### src/phased_tick_pacer_core_assert.svh
// Assertion macros for the tick pacer
`ifndef PHASED_TICK_PACER_CORE_ASSERT_SVH
`define PHASED_TICK_PACER_CORE_ASSERT_SVH

// Clocked check, held off while in reset
`define PTP_ASSERT(lbl, prop, msg) \
  lbl: assert property (@(posedge clk_i) disable iff (!rst_ni) (prop)) else $error(msg);

// Condition that must never be true
`define PTP_ASSERT_NEVER(lbl, cond, msg) \
  `PTP_ASSERT(lbl, !(cond), msg)

`endif

### src/ptp_pkg.sv
package ptp_pkg;

  localparam int unsigned FAST_COUNTERS = 4;
  localparam int unsigned SLOT_TIMERS   = 8;

  localparam int unsigned FcIdxW = (FAST_COUNTERS > 1) ? $clog2(FAST_COUNTERS) : 1;
  localparam int unsigned StIdxW = (SLOT_TIMERS > 1) ? $clog2(SLOT_TIMERS) : 1;

  localparam logic [3:0]  PHASE_LAST  = 4'd9;
  localparam logic [3:0]  LED_PHASE   = 4'd5;
  localparam logic [3:0]  MS_PHASE    = 4'd9;
  localparam logic [4:0]  LED_SUB_LAST = 5'd24;
  localparam logic [4:0]  LED_STEP_AT = 5'd17;
  localparam logic [4:0]  LED_LOW     = 5'd2;
  localparam logic [4:0]  LED_HIGH    = 5'd24;
  localparam logic [4:0]  LED_RESET_LEVEL = 5'd20;
  localparam logic [15:0] MS_LAST     = 16'd59999;

  localparam int unsigned InDataW  = 40;
  localparam int unsigned OutDataW = 120;

  typedef enum logic [2:0] {
    KindTick = 3'd0,
    KindSet  = 3'd1,
    KindRead = 3'd2,
    KindLoad = 3'd3,
    KindArm  = 3'd4
  } kind_e;

  typedef enum logic [0:0] {
    CfgTx1Period = 1'b0,
    CfgTx2Period = 1'b1
  } cfg_reg_e;

  typedef struct packed {
    logic [2:0]  kind;
    logic [2:0]  target_index;
    logic [31:0] load_value;
  } ptp_item_t;

  typedef struct packed {
    logic [15:0] tx1_period;
    logic [15:0] tx2_period;
  } ptp_cfg_t;

  typedef struct packed {
    logic [31:0] read_value;
    logic [63:0] tick_total;
    logic [15:0] ms_count;
    logic        task_fire;
    logic [2:0]  task_slot;
    logic        led_lit;
    logic        tx1_fire;
    logic        tx2_fire;
  } ptp_result_t;

endpackage

### src/ptp_in_stage.sv
module ptp_in_stage (
  input  logic                 clk_i,
  input  logic                 rst_ni,
  input  logic                 s_tvalid_i,
  output logic                 s_tready_o,
  input  ptp_pkg::ptp_item_t   item_i,
  input  logic                 take_i,
  output logic                 valid_o,
  output ptp_pkg::ptp_item_t   item_o
);

  logic               valid_q;
  ptp_pkg::ptp_item_t item_q;
  logic               load;

  assign s_tready_o = !valid_q || take_i;
  assign load       = s_tvalid_i && s_tready_o;

  always_ff @(posedge clk_i or negedge rst_ni) begin
    if (!rst_ni) begin
      valid_q <= 1'b0;
    end else if (load) begin
      valid_q <= 1'b1;
    end else if (take_i) begin
      valid_q <= 1'b0;
    end
  end

  always_ff @(posedge clk_i) begin
    if (load) begin
      item_q <= item_i;
    end
  end

  assign valid_o = valid_q;
  assign item_o  = item_q;

endmodule

### src/ptp_engine.sv
`include "phased_tick_pacer_core_assert.svh"

module ptp_engine (
  input  logic                 clk_i,
  input  logic                 rst_ni,
  input  ptp_pkg::ptp_cfg_t    cfg_i,
  input  logic                 in_valid_i,
  input  ptp_pkg::ptp_item_t   item_i,
  output logic                 take_o,
  output logic                 out_valid_o,
  input  logic                 out_ready_i,
  output ptp_pkg::ptp_result_t result_o
);

  logic [63:0] tick_q, tick_d;
  logic [3:0]  phase_q, phase_d;
  logic [15:0] ms_q, ms_d;
  logic [4:0]  ms_sub_q, ms_sub_d;
  logic [31:0] fast_q [ptp_pkg::FAST_COUNTERS];
  logic [31:0] fast_d [ptp_pkg::FAST_COUNTERS];
  logic [31:0] slot_q [ptp_pkg::SLOT_TIMERS];
  logic [31:0] slot_d [ptp_pkg::SLOT_TIMERS];
  logic [4:0]  led_level_q, led_level_d;
  logic        led_falling_q, led_falling_d;
  logic [4:0]  led_time_q, led_time_d;
  logic        led_state_q, led_state_d;
  logic [15:0] tx1_q, tx1_d;
  logic [15:0] tx2_q, tx2_d;

  logic                 out_valid_q;
  ptp_pkg::ptp_result_t res_q, res_d;
  logic                 advance;

  logic                            fc_hit, st_hit, slot_phase;
  logic [ptp_pkg::FcIdxW-1:0]      fc_idx;
  logic [ptp_pkg::StIdxW-1:0]      st_idx, st_cur;
  logic [31:0]                     slot_dec;
  logic [4:0]                      lvl_step, time_led;

  assign advance     = in_valid_i && (!out_valid_q || out_ready_i);
  assign take_o      = advance;
  assign out_valid_o = out_valid_q;
  assign result_o    = res_q;

  assign fc_idx     = item_i.target_index[ptp_pkg::FcIdxW-1:0];
  assign st_idx     = item_i.target_index[ptp_pkg::StIdxW-1:0];
  assign fc_hit     = {1'b0, item_i.target_index} < 4'(ptp_pkg::FAST_COUNTERS);
  assign st_hit     = {1'b0, item_i.target_index} < 4'(ptp_pkg::SLOT_TIMERS);
  assign slot_phase = {1'b0, phase_q} < 5'(ptp_pkg::SLOT_TIMERS);
  assign st_cur     = phase_q[ptp_pkg::StIdxW-1:0];
  assign slot_dec   = slot_q[st_cur] - 32'd1;
  assign lvl_step   = led_falling_q ? (led_level_q - 5'd1) : (led_level_q + 5'd1);

  always_comb begin
    tick_d        = tick_q;
    phase_d       = phase_q;
    ms_d          = ms_q;
    ms_sub_d      = ms_sub_q;
    fast_d        = fast_q;
    slot_d        = slot_q;
    led_level_d   = led_level_q;
    led_falling_d = led_falling_q;
    led_time_d    = led_time_q;
    led_state_d   = led_state_q;
    tx1_d         = tx1_q;
    tx2_d         = tx2_q;
    time_led      = led_time_q;
    res_d         = '0;

    case (ptp_pkg::kind_e'(item_i.kind))
      ptp_pkg::KindTick: begin
        tick_d = tick_q + 64'd1;
        for (int i = 0; i < ptp_pkg::FAST_COUNTERS; i++) begin
          if (fast_q[i] != 32'd0) begin
            fast_d[i] = fast_q[i] - 32'd1;
          end
        end
        if (slot_phase && slot_q[st_cur] != 32'd0) begin
          slot_d[st_cur] = slot_dec;
          if (slot_dec == 32'd0) begin
            res_d.task_fire = 1'b1;
            res_d.task_slot = 3'(phase_q);
          end
        end
        if (phase_q == ptp_pkg::LED_PHASE) begin
          if (ms_sub_q == ptp_pkg::LED_STEP_AT) begin
            led_level_d = lvl_step;
            if (led_falling_q) begin
              led_falling_d = !(lvl_step < ptp_pkg::LED_LOW);
            end else begin
              led_falling_d = lvl_step > ptp_pkg::LED_HIGH;
            end
            time_led = lvl_step;
          end
          led_time_d = time_led;
          if (time_led != 5'd0) begin
            led_time_d  = time_led - 5'd1;
            led_state_d = (time_led - 5'd1) != 5'd0;
          end
        end
        if (phase_q == ptp_pkg::MS_PHASE) begin
          ms_d     = (ms_q == ptp_pkg::MS_LAST) ? 16'd0 : ms_q + 16'd1;
          ms_sub_d = (ms_sub_q == ptp_pkg::LED_SUB_LAST) ? 5'd0 : ms_sub_q + 5'd1;
        end
        phase_d = (phase_q == ptp_pkg::PHASE_LAST) ? 4'd0 : phase_q + 4'd1;
        if (tx1_q != 16'd0) begin
          tx1_d = tx1_q - 16'd1;
          if (tx1_q == 16'd1) begin
            tx1_d          = cfg_i.tx1_period;
            res_d.tx1_fire = 1'b1;
          end
        end
        if (tx2_q != 16'd0) begin
          tx2_d = tx2_q - 16'd1;
          if (tx2_q == 16'd1) begin
            tx2_d          = cfg_i.tx2_period;
            res_d.tx2_fire = 1'b1;
          end
        end
      end
      ptp_pkg::KindSet: begin
        if (fc_hit) begin
          fast_d[fc_idx] = item_i.load_value;
        end
      end
      ptp_pkg::KindRead: begin
        if (fc_hit) begin
          res_d.read_value = fast_q[fc_idx];
        end
      end
      ptp_pkg::KindLoad: begin
        if (st_hit) begin
          slot_d[st_idx] = item_i.load_value;
        end
      end
      ptp_pkg::KindArm: begin
        if (item_i.target_index == 3'd0) begin
          tx1_d = item_i.load_value[15:0];
        end else if (item_i.target_index == 3'd1) begin
          tx2_d = item_i.load_value[15:0];
        end
      end
      default: begin
      end
    endcase

    res_d.tick_total = tick_d;
    res_d.ms_count   = ms_d;
    res_d.led_lit    = led_state_d;
  end

  always_ff @(posedge clk_i or negedge rst_ni) begin
    if (!rst_ni) begin
      tick_q        <= '0;
      phase_q       <= '0;
      ms_q          <= '0;
      ms_sub_q      <= '0;
      fast_q        <= '{default: '0};
      slot_q        <= '{default: '0};
      led_level_q   <= ptp_pkg::LED_RESET_LEVEL;
      led_falling_q <= 1'b0;
      led_time_q    <= '0;
      led_state_q   <= 1'b0;
      tx1_q         <= '0;
      tx2_q         <= '0;
      out_valid_q   <= 1'b0;
    end else begin
      if (advance) begin
        tick_q        <= tick_d;
        phase_q       <= phase_d;
        ms_q          <= ms_d;
        ms_sub_q      <= ms_sub_d;
        fast_q        <= fast_d;
        slot_q        <= slot_d;
        led_level_q   <= led_level_d;
        led_falling_q <= led_falling_d;
        led_time_q    <= led_time_d;
        led_state_q   <= led_state_d;
        tx1_q         <= tx1_d;
        tx2_q         <= tx2_d;
        out_valid_q   <= 1'b1;
      end else if (out_ready_i) begin
        out_valid_q   <= 1'b0;
      end
    end
  end

  always_ff @(posedge clk_i) begin
    if (advance) begin
      res_q <= res_d;
    end
  end

  `PTP_ASSERT(a_phase_range, phase_q <= ptp_pkg::PHASE_LAST, "phase out of range")
  `PTP_ASSERT(a_ms_range, ms_q <= ptp_pkg::MS_LAST, "ms count out of range")
  `PTP_ASSERT(a_led_range, led_level_q >= 5'd1 && led_level_q <= 5'd25, "LED level out of range")
  `PTP_ASSERT(a_tick_inc,
    advance && item_i.kind == ptp_pkg::KindTick |=> tick_q == $past(tick_q) + 64'd1,
    "tick count did not advance")
  `PTP_ASSERT(a_no_fire_idle,
    advance && item_i.kind != ptp_pkg::KindTick |=> !res_q.task_fire && !res_q.tx1_fire
      && !res_q.tx2_fire, "fire on a non-tick transaction")
  `PTP_ASSERT_NEVER(a_hold_stalled, out_valid_q && !out_ready_i && take_o,
    "transaction taken over a stalled result")

endmodule

### src/phased_tick_pacer_core.sv
// Tick pacer for a 100 us system tick. Each input transaction is a tick, a fast
// counter write or read, a slot timer load or a transmit counter arm (kind in
// tuser). A tick advances the 64-bit tick count, decrements the fast counters,
// services slot timer N in phase N, steps the breathing LED in phase 5, bumps
// the millisecond count in phase 9 and runs both transmit reload counters.
// One transaction is accepted every clock cycle while the output is not stalled;
// each result passes through the input register and then the result register,
// with the whole update done in one pass between them. A stalled result holds
// the input once both registers are full. Transmit periods are written through
// the configuration port (index 0 channel one, 1 channel two); the user must
// write them only while the block is idle, which the block itself does not enforce.
module phased_tick_pacer_core (
  input  logic                          clk_i,
  input  logic                          rst_ni,
  input  logic                          cfg_valid_i,
  output logic                          cfg_ready_o,
  input  logic [0:0]                    cfg_index_i,
  input  logic [15:0]                   cfg_data_i,
  input  logic                          s_axis_tvalid_i,
  output logic                          s_axis_tready_o,
  // [2:0] target_index, [34:3] load_value
  input  logic [ptp_pkg::InDataW-1:0]   s_axis_tdata_i,
  // [2:0] kind
  input  logic [2:0]                    s_axis_tuser_i,
  output logic                          m_axis_tvalid_o,
  input  logic                          m_axis_tready_i,
  // [31:0] read_value, [95:32] tick_total, [111:96] ms_count, [112] task_fire,
  // [115:113] task_slot, [116] led_lit, [117] tx1_fire, [118] tx2_fire
  output logic [ptp_pkg::OutDataW-1:0]  m_axis_tdata_o
);

  ptp_pkg::ptp_cfg_t    cfg_q;
  ptp_pkg::ptp_item_t   item_in, item_reg;
  ptp_pkg::ptp_result_t result;
  logic                 item_valid, take;

  assign cfg_ready_o = 1'b1;

  always_ff @(posedge clk_i or negedge rst_ni) begin
    if (!rst_ni) begin
      cfg_q <= '0;
    end else if (cfg_valid_i) begin
      case (ptp_pkg::cfg_reg_e'(cfg_index_i))
        ptp_pkg::CfgTx1Period: cfg_q.tx1_period <= cfg_data_i;
        ptp_pkg::CfgTx2Period: cfg_q.tx2_period <= cfg_data_i;
        default: begin
        end
      endcase
    end
  end

  assign item_in.kind         = s_axis_tuser_i;
  assign item_in.target_index = s_axis_tdata_i[2:0];
  assign item_in.load_value   = s_axis_tdata_i[34:3];

  ptp_in_stage u_in_stage (
    .clk_i      (clk_i),
    .rst_ni     (rst_ni),
    .s_tvalid_i (s_axis_tvalid_i),
    .s_tready_o (s_axis_tready_o),
    .item_i     (item_in),
    .take_i     (take),
    .valid_o    (item_valid),
    .item_o     (item_reg)
  );

  ptp_engine u_engine (
    .clk_i       (clk_i),
    .rst_ni      (rst_ni),
    .cfg_i       (cfg_q),
    .in_valid_i  (item_valid),
    .item_i      (item_reg),
    .take_o      (take),
    .out_valid_o (m_axis_tvalid_o),
    .out_ready_i (m_axis_tready_i),
    .result_o    (result)
  );

  assign m_axis_tdata_o = {1'b0, result.tx2_fire, result.tx1_fire, result.led_lit,
                           result.task_slot, result.task_fire, result.ms_count,
                           result.tick_total, result.read_value};

endmodule

### config.mk
export PLATFORM = sky130hd
export DESIGN_NAME = phased_tick_pacer_core
export DESIGN_NICKNAME = d
export VERILOG_FILES = /design/src/ptp_pkg.sv /design/src/ptp_in_stage.sv /design/src/ptp_engine.sv /design/src/phased_tick_pacer_core.sv
export VERILOG_INCLUDE_DIRS = /design/src /design/src/src
export SDC_FILE = /design/constraint.sdc
export NUM_CORES = 2
export LEC_CHECK = 0
export BUFFER_PORTS_ARGS = -buffer_cell sky130_fd_sc_hd__buf_2
export CAP_MARGIN = 20
export CORE_MARGIN = 3
export CORE_UTILIZATION = 50
export CTS_CLUSTER_DIAMETER = 150
export DETAILED_ROUTE_END_ITERATION = 8
export GPL_TIMING_DRIVEN = 0
export PLACE_DENSITY = 0.67
export SETUP_SLACK_MARGIN = 0.5
export SLEW_MARGIN = 10
export SYNTH_ARGS = -nofsm -noshare
export SYNTH_HDL_FRONTEND = slang
export SYNTH_HIERARCHICAL = 1
export SYNTH_SLANG_ARGS = --single-unit
### constraint.sdc
create_clock -name clk_i -period 11.2 [get_ports clk_i]
set_clock_uncertainty 0.15 [all_clocks]
set_input_delay 2.24 -clock clk_i [delete_from_list [all_inputs] [get_ports clk_i]]
set_output_delay 2.24 -clock clk_i [all_outputs]
set_load 0.05 [all_outputs]
==> results by group <==
Status
  – Status: complete, but fails checks
  – Failing checks: design-rule violations

Yosys
  – Syn avg cell area: 9.675 µm²
  – Syn nets: 4042
  – Most frequent cell after synthesis: dfrtp_1
  – Yosys synthesis warning count: 6
  – Mapped cell area: 38220 µm²
  – Largest cells by area after synthesis: dfrtp_1 (36%), edfxtp_1 (12%), o21ai_0 (6.5%)
  – Synth top area share: 35.95%
  – Most common library cells after synthesis: dfrtp_1 (549), o21ai_0 (494), nand2_1 (447)
  – Register bit total from synthesis: 708
  – Post-synth EDFFs: 157
  – Count of cell types in the netlist: 96
  – Sequential area share after synthesis: 48.42%
  – Mapped Cells: 3950
  – Ys async rst share: 77.82%
  – Top FF cell, synth: dfrtp_1
  – Top cell type by total area after synthesis: dfrtp_1

Layout
  – Antenna Cells: 0
  – Final nets: 4324
  – Fillers: 6714
  – Layout cell share with drive strength beyond 1: 11.69%
  – Fin area: 43480 µm²
  – Fin cells: 5270
  – Synth-to-layout area growth: 13.76%
  – FF+latch area: 18510 µm²
  – Multi-input logic area: 18240 µm²

Die
  – Die width: 282.5 µm
  – Core ar.: 75070 µm²
  – Initial Util: 50.91%
  – Rows: 100
  – Die H: 282.5 µm
  – Die area: 79790 µm²
  – Num ports: 188

Timing
  – Max Slew Vio Count: 0
  – Post-route setup slack: 3.343 ns
  – Final Cycle Share: 70.15%
  – Setup violators final: 0
  – Period minus WS final: 7.857 ns
  – Hold violation total from the final report: 0
  – Worst Tran Pin Value: 1.333 ns
  – RSZ-0062 raised after global routing: no
  – Maximum clock frequency: 127.3 MHz
  – Normalized max-slew margin: 10.57%

Worst setup path
  – Critical Path Fanout Max: 40
  – CP Data Arrival Time: 5.47 ns
  – Critical path endpoint category: output port
  – CP required: 8.81 ns
  – Crit Path Class: primary input to output port
  – Reg2reg path depth: 14
  – Worst Setup Start Kind: primary input

Detailed routing
  – Drt initial violations: 5094
  – Detail Route Antenna Nets: 0
  – # DRC: 1
  – Drt first pass iters: 9
  – WL final: 143400 µm
  – Via count of the routed design: 35160
  – Routed len/inst: 27.22 µm
  – Vias/cell: 6.672

Clock network
  – CTS buffer count: 82
  – CTS Hold Bufs: 0
  – Clock Sink Count: 708
  – Clk root buf: clkbuf_16
  – Clk slew on worst S/H paths: 0.05 ns
  – Worst-Skew Late Latency: 0.65 ns
  – H-tree depth: 3
  – Max clock buf depth: 3
  – Postcts setup bufs: 0
  – # resized after CTS: 0
  – CTS tree: done

Place
  – GP Congestion: 0.9992
  – Dpl hpwl: 99440 µm
  – Port buffer count: 180
  – DP Worst Slack: 3.419 ns
  – Placed Cells: 5115
  – Placed Area: 40680 µm²

Pwr
  – Power Dens Cells: 243.9 nW/µm²
  – VDD IR max: 175.5 µV
  – Leakage Power: 17.36 nW

Flow run
  – Max cap viols: 0

Global route
  – Number of global-route vias before repair: 33400
  – Gr usage total: 35.48%
  – Antenna violations before repair: 2
  – Global-route wire length before repair: 212600 µm
  – Largest net degree at the start of global routing: 79
  – Grt ovf: 0

Hold path
  – Hold Path Depth: 2
  – HP Class: register to register
## routing by layer
metal / GRT usage (%) / vias to the layer above / wire length (µm)
li1: - / 15070 / -
met1: 48.60 / 16920 / 55680
met2: 50.50 / 2644 / 58960
met3: 10.85 / 528 / 19740
met4: 19.08 / 2 / 9038
met5: 0 / - / 13
## worst max-delay path: stages
cell	delay, ns
buf_2	0.07
nand2b_1	0.12
nand2_1	0.10
clkbuf_1	0.46
inv_1	0.52
clkbuf_1	0.55
buf_2	0.63
buf_12	0.30
nand2b_4	0.17
buf_2	0.26
## flip-flops by register name, indices dropped and copies added, names as in the netlist
name / cells
cfg_q: 32
u_engine/fast_q: 128
u_engine/led_falling_q: 1
u_engine/led_level_q: 5
u_engine/led_state_q: 1
u_engine/led_time_q: 5
u_engine/ms_q: 16
u_engine/ms_sub_q: 5
u_engine/out_valid_o: 1
u_engine/phase_q: 4
u_engine/result_o: 119
u_engine/slot_q: 256
u_engine/tick_q: 64
u_engine/tx1_q: 16
u_engine/tx2_q: 16
u_in_stage/item_o: 38
u_in_stage/valid_o: 1
## cell families (layout without fill, tap and decap cells)
kind of cell	Yosys count	after routing	share of synthesized area, %
buffers and inverters	372	723	3.955
adder cells (fa/ha/maj)	27	27	0.9036
XOR/XNOR	205	205	4.718
flip-flops	708	708	48.42
other	2	2	0.01965
AO/OA/AOI/OAI	1225	1225	20.07
AND/OR/NAND/NOR	1247	1247	15.63
multiplexers	164	164	6.286
## cell usage in the layout, fill, tap and decap left out, drive strengths merged, types with 21 or more instances in the layout
master	synthesis	routed
o2bb2ai	42	42
nand3	70	70
clkbuf	268	389
xor2	85	85
a21oi	173	173
and2	56	56
nand2	448	448
a22oi	296	296
nor2	281	281
inv	46	49
o21ai	504	504
dfrtp	549	549
xnor2	120	120
edfxtp	157	157
ha	26	26
a32oi	34	34
nand4	36	36
nor4	55	55
a211oi	44	44
o22ai	21	21
a31oi	28	28
mux2	56	56
nor2b	50	50
mux2i	57	57
clkinv	1	24
mux4	51	51
nor3	108	108
buf	57	255
and3	36	36
## final timing paths
path	end	from	slack [ns]
min in group asynchronous	u_engine/led_level_q[1]	rst_ni	1.40
worst min-delay path	u_engine/slot_q[173]	u_engine/slot_q[173]	0.33
worst min register to register	u_engine/slot_q[173]	u_engine/slot_q[173]	0.33
max in group asynchronous	u_engine/slot_q[174]	rst_ni	7.89
worst max-delay path	s_axis_tready_o	m_axis_tready_i	3.34
worst max register to register	u_engine/result_o[4]	u_engine/phase_q[1]	3.87
## report_power, final
| part | internal (mW) | switching, mW | leakage [nW] | total, mW |
|---|---|---|---|---|
| logic | 1.30 | 2.97 | 7.03 | 4.28 |
| clock network | 1.63 | 1.12 | 1.38 | 2.76 |
| registers | 3.09 | 0.478 | 8.95 | 3.57 |
| total | 6.03 | 4.57 | 17.4 | 10.6 |
## per-stage QoR
stage / power, mW / util [%] / setup TNS [ns] / hold slack, ns
global route: 11.00 / 57.91 / 0 / 0.3399
floorplan: 6.151 / - / 0 / 0.2916
finish: 10.61 / 57.91 / 0 / 0.3250
CTS: 10.40 / 57.89 / 0 / 0.3262
global placement: 7.584 / 53.72 / -2352.66 / 0.3049
detailed placement: 7.638 / 54.19 / 0 / 0.3131
## layout make-up
type | instances | share of cell area (%)
Buffer | 325 | 3.077
Clock buffer | 121 | 5.621
Clock inverter | 32 | 0.7655
Inverter | 47 | 0.4058
Multi-Input combinational cell | 2870 | 41.94
Sequential cell | 708 | 42.56
Tap cell | 969 | 2.789
Timing Repair Buffer | 198 | 2.835
No activity file was read; power rests on OpenSTA's default activity.
